===== config.mk =====
export PLATFORM = sky130hd
export DESIGN_NAME = srb_ctrl
export DESIGN_NICKNAME = d
export VERILOG_FILES = /design/src/sv/srb_pkg.sv /design/src/sv/srb_ctrl.sv
export VERILOG_INCLUDE_DIRS = /design/src /design/src/sv
export SDC_FILE = /design/constraint.sdc
export NUM_CORES = 1
export LEC_CHECK = 0
export BUFFER_PORTS_ARGS = -buffer_cell sky130_fd_sc_hd__clkbuf_2
export CORE_AREA = 2 2 39 41
export DETAILED_ROUTE_END_ITERATION = 7
export DIE_AREA = 0 0 41 43
export PLACE_DENSITY = 0.4
export SKIP_CTS_REPAIR_TIMING = 1
export SLEW_MARGIN = 20
export SYNTH_ARGS = -nofsm -noshare
export SYNTH_HDL_FRONTEND = slang
export SYNTH_SLANG_ARGS = --single-unit

===== constraint.sdc =====
create_clock -name clock -period 2.85 [get_ports clock]
set_input_delay 0.57 -clock clock [delete_from_list [all_inputs] [get_ports clock]]
set_output_delay 0.57 -clock clock [all_outputs]
set_load 0.02 [all_outputs]

===== src/sv/sprite_register_bank_core_macros.svh =====
// ---------------------------------------------------------------------------
// Sprite register bank assertion macros
// Concurrent assertion helpers shared by the sprite register bank modules.
// ---------------------------------------------------------------------------
`ifndef SPRITE_REGISTER_BANK_CORE_MACROS_SVH
`define SPRITE_REGISTER_BANK_CORE_MACROS_SVH

`ifndef SYNTHESIS
// The consequent must hold in the same cycle as the antecedent.
`define SRB_ASSERT_SAME(label, clk, rst, ante, cons) \
   label: assert property (@(posedge clk) disable iff (rst) (ante) |-> (cons)) \
      else $error("sprite register bank: assertion failed");
// The consequent must hold in the cycle after the antecedent.
`define SRB_ASSERT_NEXT(label, clk, rst, ante, cons) \
   label: assert property (@(posedge clk) disable iff (rst) (ante) |=> (cons)) \
      else $error("sprite register bank: assertion failed");
`else
`define SRB_ASSERT_SAME(label, clk, rst, ante, cons)
`define SRB_ASSERT_NEXT(label, clk, rst, ante, cons)
`endif

`endif


===== src/sv/srb_pkg.sv =====
// ---------------------------------------------------------------------------
// Sprite register bank package
// Sizes, register offsets, controller interface types and byte lane helpers.
// ---------------------------------------------------------------------------
`timescale 1ns / 1ps

package srb_pkg;

   localparam int NUM_SPRITES       = 32;
   localparam int PALETTE_ENTRIES   = 256;
   localparam int PIXELS_PER_SPRITE = 256;

   localparam int SPR_W      = $clog2(NUM_SPRITES);
   localparam int PAL_W      = $clog2(PALETTE_ENTRIES);
   localparam int PIX_DEPTH  = NUM_SPRITES * PIXELS_PER_SPRITE;
   localparam int PIX_ADDR_W = $clog2(PIX_DEPTH);

   // The clearing pass sweeps both memories together.
   localparam int CLEAR_DEPTH = (PIX_DEPTH > PALETTE_ENTRIES) ? PIX_DEPTH : PALETTE_ENTRIES;
   localparam int CLR_W       = $clog2(CLEAR_DEPTH);

   localparam logic [4:0] OFS_ENABLE_FIRST  = 5'd0;
   localparam logic [4:0] OFS_ENABLE_LAST   = 5'd3;
   localparam logic [4:0] OFS_COL_ENA_FIRST = 5'd4;
   localparam logic [4:0] OFS_COL_ENA_LAST  = 5'd7;
   localparam logic [4:0] OFS_COL_TYP_FIRST = 5'd8;
   localparam logic [4:0] OFS_COL_TYP_LAST  = 5'd11;
   localparam logic [4:0] OFS_PAL_IDX       = 5'd12;
   localparam logic [4:0] OFS_PAL_DATA_HI   = 5'd13;
   localparam logic [4:0] OFS_PAL_DATA_LO   = 5'd14;
   localparam logic [4:0] OFS_SPR_IDX       = 5'd15;
   localparam logic [4:0] OFS_COL_DET_FIRST = 5'd16;
   localparam logic [4:0] OFS_COL_DET_LAST  = 5'd19;
   localparam logic [4:0] OFS_H_POS_HI      = 5'd20;
   localparam logic [4:0] OFS_H_POS_LO      = 5'd21;
   localparam logic [4:0] OFS_V_POS_HI      = 5'd22;
   localparam logic [4:0] OFS_V_POS_LO      = 5'd23;
   localparam logic [4:0] OFS_X_OFS         = 5'd24;
   localparam logic [4:0] OFS_Y_OFS         = 5'd25;
   localparam logic [4:0] OFS_PRIO          = 5'd26;
   localparam logic [4:0] OFS_BMP_IDX       = 5'd27;
   localparam logic [4:0] OFS_BMP_DATA      = 5'd28;

   typedef struct packed {
      logic capture;
      logic exec;
      logic clear;
   } srb_cmd_type;

   typedef struct packed {
      logic clear_last;
   } srb_status_type;

   // Big-endian byte lanes: lane 0 is the most significant byte.
   function automatic logic [7:0] get32(input logic [31:0] w, input logic [1:0] lane);
      logic [7:0] b;
      case (lane)
         2'd0:    b = w[31:24];
         2'd1:    b = w[23:16];
         2'd2:    b = w[15:8];
         default: b = w[7:0];
      endcase
      return b;
   endfunction

   function automatic logic [31:0] put32(input logic [31:0] w, input logic [1:0] lane,
                                         input logic [7:0] d);
      logic [31:0] r;
      r = w;
      case (lane)
         2'd0:    r[31:24] = d;
         2'd1:    r[23:16] = d;
         2'd2:    r[15:8]  = d;
         default: r[7:0]   = d;
      endcase
      return r;
   endfunction

   function automatic logic [7:0] get16(input logic [15:0] w, input logic lane);
      return lane ? w[7:0] : w[15:8];
   endfunction

   function automatic logic [15:0] put16(input logic [15:0] w, input logic lane,
                                         input logic [7:0] d);
      return lane ? {w[15:8], d} : {d, w[7:0]};
   endfunction

   // Remainder of a byte by a fixed modulus through restoring subtraction steps.
   function automatic logic [7:0] mod_reduce(input logic [7:0] v, input int unsigned m);
      logic [15:0] r;
      r = {8'd0, v};
      for (int k = 7; k >= 0; k--) begin
         if ({16'd0, r} >= 32'(m << k)) begin
            r = 16'(32'(r) - 32'(m << k));
         end
      end
      return r[7:0];
   endfunction

endpackage


===== src/sv/srb_ctrl.sv =====
// ---------------------------------------------------------------------------
// Sprite register bank controller
// Sequences the clearing pass, transaction capture, execution and response.
// ---------------------------------------------------------------------------
`timescale 1ns / 1ps
`include "sprite_register_bank_core_macros.svh"

module srb_ctrl (
   input  logic                   clock,
   input  logic                   reset,
   input  logic                   req_tvalid,
   output logic                   req_tready,
   output logic                   rsp_tvalid,
   input  logic                   rsp_tready,
   input  srb_pkg::srb_status_type status,
   output srb_pkg::srb_cmd_type    cmd
);

   typedef enum logic [1:0] {
      ST_CLEAR,
      ST_IDLE,
      ST_EXEC
   } state_type;

   state_type state_ff;
   logic      rsp_valid_ff;
   logic      accept;

   // A new transaction may enter while the previous response is being taken.
   assign req_tready = (state_ff == ST_IDLE) && (!rsp_valid_ff || rsp_tready);
   assign accept     = req_tvalid && req_tready;
   assign rsp_tvalid = rsp_valid_ff;

   assign cmd.capture = accept;
   assign cmd.exec    = (state_ff == ST_EXEC);
   assign cmd.clear   = (state_ff == ST_CLEAR);

   always_ff @(posedge clock) begin
      if (reset) begin
         state_ff     <= ST_CLEAR;
         rsp_valid_ff <= 1'b0;
      end else begin
         case (state_ff)
            ST_CLEAR: begin
               if (status.clear_last) begin
                  state_ff <= ST_IDLE;
               end
            end
            ST_IDLE: begin
               if (accept) begin
                  state_ff <= ST_EXEC;
               end
            end
            ST_EXEC: begin
               state_ff <= ST_IDLE;
            end
            default: begin
               state_ff <= ST_IDLE;
            end
         endcase

         if (state_ff == ST_EXEC) begin
            rsp_valid_ff <= 1'b1;
         end else if (rsp_tready) begin
            rsp_valid_ff <= 1'b0;
         end
      end
   end

   `SRB_ASSERT_SAME(a_no_accept_over_held_rsp, clock, reset, accept, !rsp_valid_ff || rsp_tready)
   `SRB_ASSERT_NEXT(a_accept_to_exec, clock, reset, accept, state_ff == ST_EXEC)
   `SRB_ASSERT_NEXT(a_exec_gives_rsp, clock, reset, state_ff == ST_EXEC, rsp_valid_ff)
   `SRB_ASSERT_SAME(a_exec_with_empty_rsp, clock, reset, state_ff == ST_EXEC, !rsp_valid_ff)
   `SRB_ASSERT_SAME(a_closed_during_clear, clock, reset, state_ff == ST_CLEAR, !req_tready)

endmodule


==> Word-level counts from Yosys, hierarchy flattened <==
Index checks and enable logic that the tools add are counted.
{ "op_classes": {"reduce_logical": 7, "n_mux": 5, "n_eq_ne": 4} }
{ "ops": {"columns": ["cell", "n"], "rows": [
  ["2-bit two-way mux", 2],
  ["2-bit != test, second input constant", 2],
  ["2-bit case mux with 2 select lines", 1],
  ["2-bit by 1-bit equality test with 1-bit output, second input constant", 1],
  ["2-bit equality test, second input constant", 1],
  ["1-bit logical AND", 2],
  ["2-bit zero test", 1],
  ["1-bit two-way mux", 2],
  ["2-bit AND reduction", 1],
  ["2-bit nonzero test", 1],
  ["1-bit zero test", 1],
  ["1-bit logical OR", 1]
]} }
{ "totals": {"regBits": 3, "inputBits": 5, "elab_cells": 18} }

==> Logic depth before layout (Yosys ltp) <==
{ "logic_depth": {"word_depth": 6, "mapped_depth": 3, "ltp_nobuf": 2} }

==> Worst setup path before layout <==
No wires, ideal clock.
{ "synth_path": {"path_type": "in2out", "from": "input port rsp_tready", "to": "output port cmd[2] (netlist name)", "arrival_ns": 1.065, "setup_slack_ns": 1.215, "required_ns": 2.280, "cell_stages": 3, "cell_sequence": "nand2b_1 -> and3_1 -> buf_4"} }
{ "synth_between": {"elab_chain_len": 3} }
{ "synth_rtl": {"columns": ["item", "line", "text"], "rows": [
  ["start: declaration", "srb_ctrl.sv:14", "input logic rsp_tready,"],
  ["1-bit logical OR", "srb_ctrl.sv:30", "assign req_tready = (state_ff == ST_IDLE) && (!rsp_valid_ff || rsp_tready);"],
  ["1-bit logical AND", "srb_ctrl.sv:30", null],
  ["1-bit logical AND", "srb_ctrl.sv:31", "assign accept = req_tvalid && req_tready;"],
  ["end: declaration", "srb_ctrl.sv:16", "output srb_pkg::srb_cmd_type cmd"]
]} }
Every way passes these cells.

==> results.yml <==
floorplan:
  die_x_um: 41
  num_rows: 14
  die_area_um2: 1760
  initial_utilization_pct: 10.4
  core_um2: 1380
  die_height_um: 43
  io_pins: 10
clock_tree:
  path_clk_slew_ns: 0.04
  clk_path_buf_depth: 2
  cts_tree: "yes"
  cts_buffers: 3
  cts_root_buffer: "clkbuf_4"
  worst_skew_pair.late_latency_ns: 0.23
  clkSinkCount: 3
  cts.htree.levels: 1
timing:
  hold_violations: 0
  timing.final.crit_share_pct: 61.8
  rsz0062_at_grt: "false"
  slew_violations: 0
  clock_skew_ns: 0.00107
  setup_tns_ns: 0
  fin_hold_ws_ns: 0.536
  slew-limit-headroom_pct: 85.0
  fmax_ghz: 0.567
  worstMarginPinSlew_ns: 0.224
  setup_ws_ns: 1.09
  min_period_ns: 1.76
  setup_violations: 0
detailed_routing:
  vias: 148
  drc: 0
  drtAntennaViolNets: 0
  via_per_inst: 3.44
  drt-initial-drc-count: 0
  dr.pass1.iters: 1
  wl_um: 343
  wl_per_cell_um: 7.98
synthesis:
  synth_ff_type: "dfxtp_1"
  async_flop_share_pct: 0
  syn-cell-area_um2: 144
  netlist_top_cells_count: "dfxtp_1, nand2b_1"
  synth_top_family_by_area: "simple AND/OR/NAND/NOR gates"
  synth_seq_cells: 3
  synth.distinct_cells: 12
  syn_nets: 20
  synthSimpleGateAreaFrac_pct: 36.5
  yosysMostFrequentCell: "dfxtp_1"
  syn_area_per_cell_um2: 9.59
  synth_cells: 15
  ys_seq_area_share_pct: 41.7
  synth_top_area_share_pct: 41.7
  synth_mux_area_share_pct: 0
  yosys.area.top_type: "dfxtp_1"
  synth-xor-area-share_pct: 0
  synth_fa_ha_area_share_pct: 0
  synth_edf_count: 0
  synth-compound-area-share_pct: 13.9
  synthTopCellsByArea: "dfxtp_1, a311oi_2, nand2b_1, and4b_1, nor2b_2"
  yosysWarningCount: 0
job:
  maxCapViolations: 0
critical_path:
  cp_data_required_time_ns: 2.28
  worstPathArrival_ns: 1.19
  startpoint_type: "input port"
  worst-setup-path-type: "in2out"
  end_kind: "primary output"
  path_max_fanout: 5
  reg2reg_depth: 2
cells_and_area:
  area.growth.synth_to_final_pct: 58.3
  antenna_cells: 0
  fin_cells: 43
  utilization_pct: 16.5
  nets: 33
  drive_gt1_share_pct: 51.9
grt:
  gr-total-overflow: 0
  grt.total_usage_pct: 5.13
  grt_pass1_wl_um: 517
  grt_max_degree: 6
  grt_pass1_vias: 140
  antenna_found_initial: 0
power_and_ir_drop:
  irDropWorstVdd_v: 0.0000884
  p_leak_nw: 0.115
  power.density_nw_per_um2: 632
min_path:
  hp-class: "reg2reg"
  hold_depth: 2
placed_design:
  placedCellCount: 39
  dp_slack_ns: 1.07
  portBuffers: 9
  routabilityCongestion: 0.580
run_status:
  outcome: "completed"
cells by family after synthesis:
logic type	count (synthesis)
compound gates	2
buf+inv	2
flops	3
simple gates	8
power by group:
part           total, mW  internal [mW]  switching (mW)
Combinational     0.0231         0.0101          0.0130
Sequential        0.0462         0.0445         0.00166
Clock             0.0746         0.0525          0.0221
Total              0.144          0.107          0.0368
layout make-up:
class	instances	area (um2)
Fill cell	161	1160
Multi-Input combinational cell	10	72.6
Sequential cell	3	60.1
Timing Repair Buffer	9	45.0
Clock buffer	4	26.3
Tap cell	16	20.0
Inverter	1	3.75
metal layers:
metal  track usage, %  routed length, um
met1             4.84                162
met2             5.31                111
met3             5.24                 69
met4             6.00                  0
met5                0                  0
worst max-delay path, stage by stage:
cell      delay [ns]
clkbuf_2        0.07
nand2b_1        0.20
and3_1          0.20
clkbuf_2        0.15
final timing paths:
kind                                          startpoint                       end  slack [ns]
worst max-delay path                          rsp_tready                    cmd[2]        1.09
worst min-delay path            state_ff[1]$_SDFFE_PP0P_   rsp_tvalid$_SDFFE_PP0P_        0.54
worst max register to register  state_ff[0]$_SDFFE_PP0P_  state_ff[1]$_SDFFE_PP0P_        2.03
worst min register to register  state_ff[1]$_SDFFE_PP0P_   rsp_tvalid$_SDFFE_PP0P_        0.54
cell usage in the layout, fill, tap and decap left out, drive strengths merged:
cell type and n:
clkbuf 13, dfxtp 3, nand2b 2, inv 1
nor2b 1, and2 1, and3 1, nor2 1
a21oi 1, nor3 1, a311oi 1, and4b 1
state kept, by name, indices dropped and copies added (netlist names):
signal	cells
rsp_tvalid	1
state_ff	2
metrics by stage:
step | power, mW | area [um2]
after detailed placement | 0.0701 | 201
after global routing | 0.154 | 228
after CTS | 0.149 | 228
final | 0.144 | 228
after floorplan | 0.0622 | 144
after global placement | 0.0701 | 201
Power figures use the tool's default switching activity.
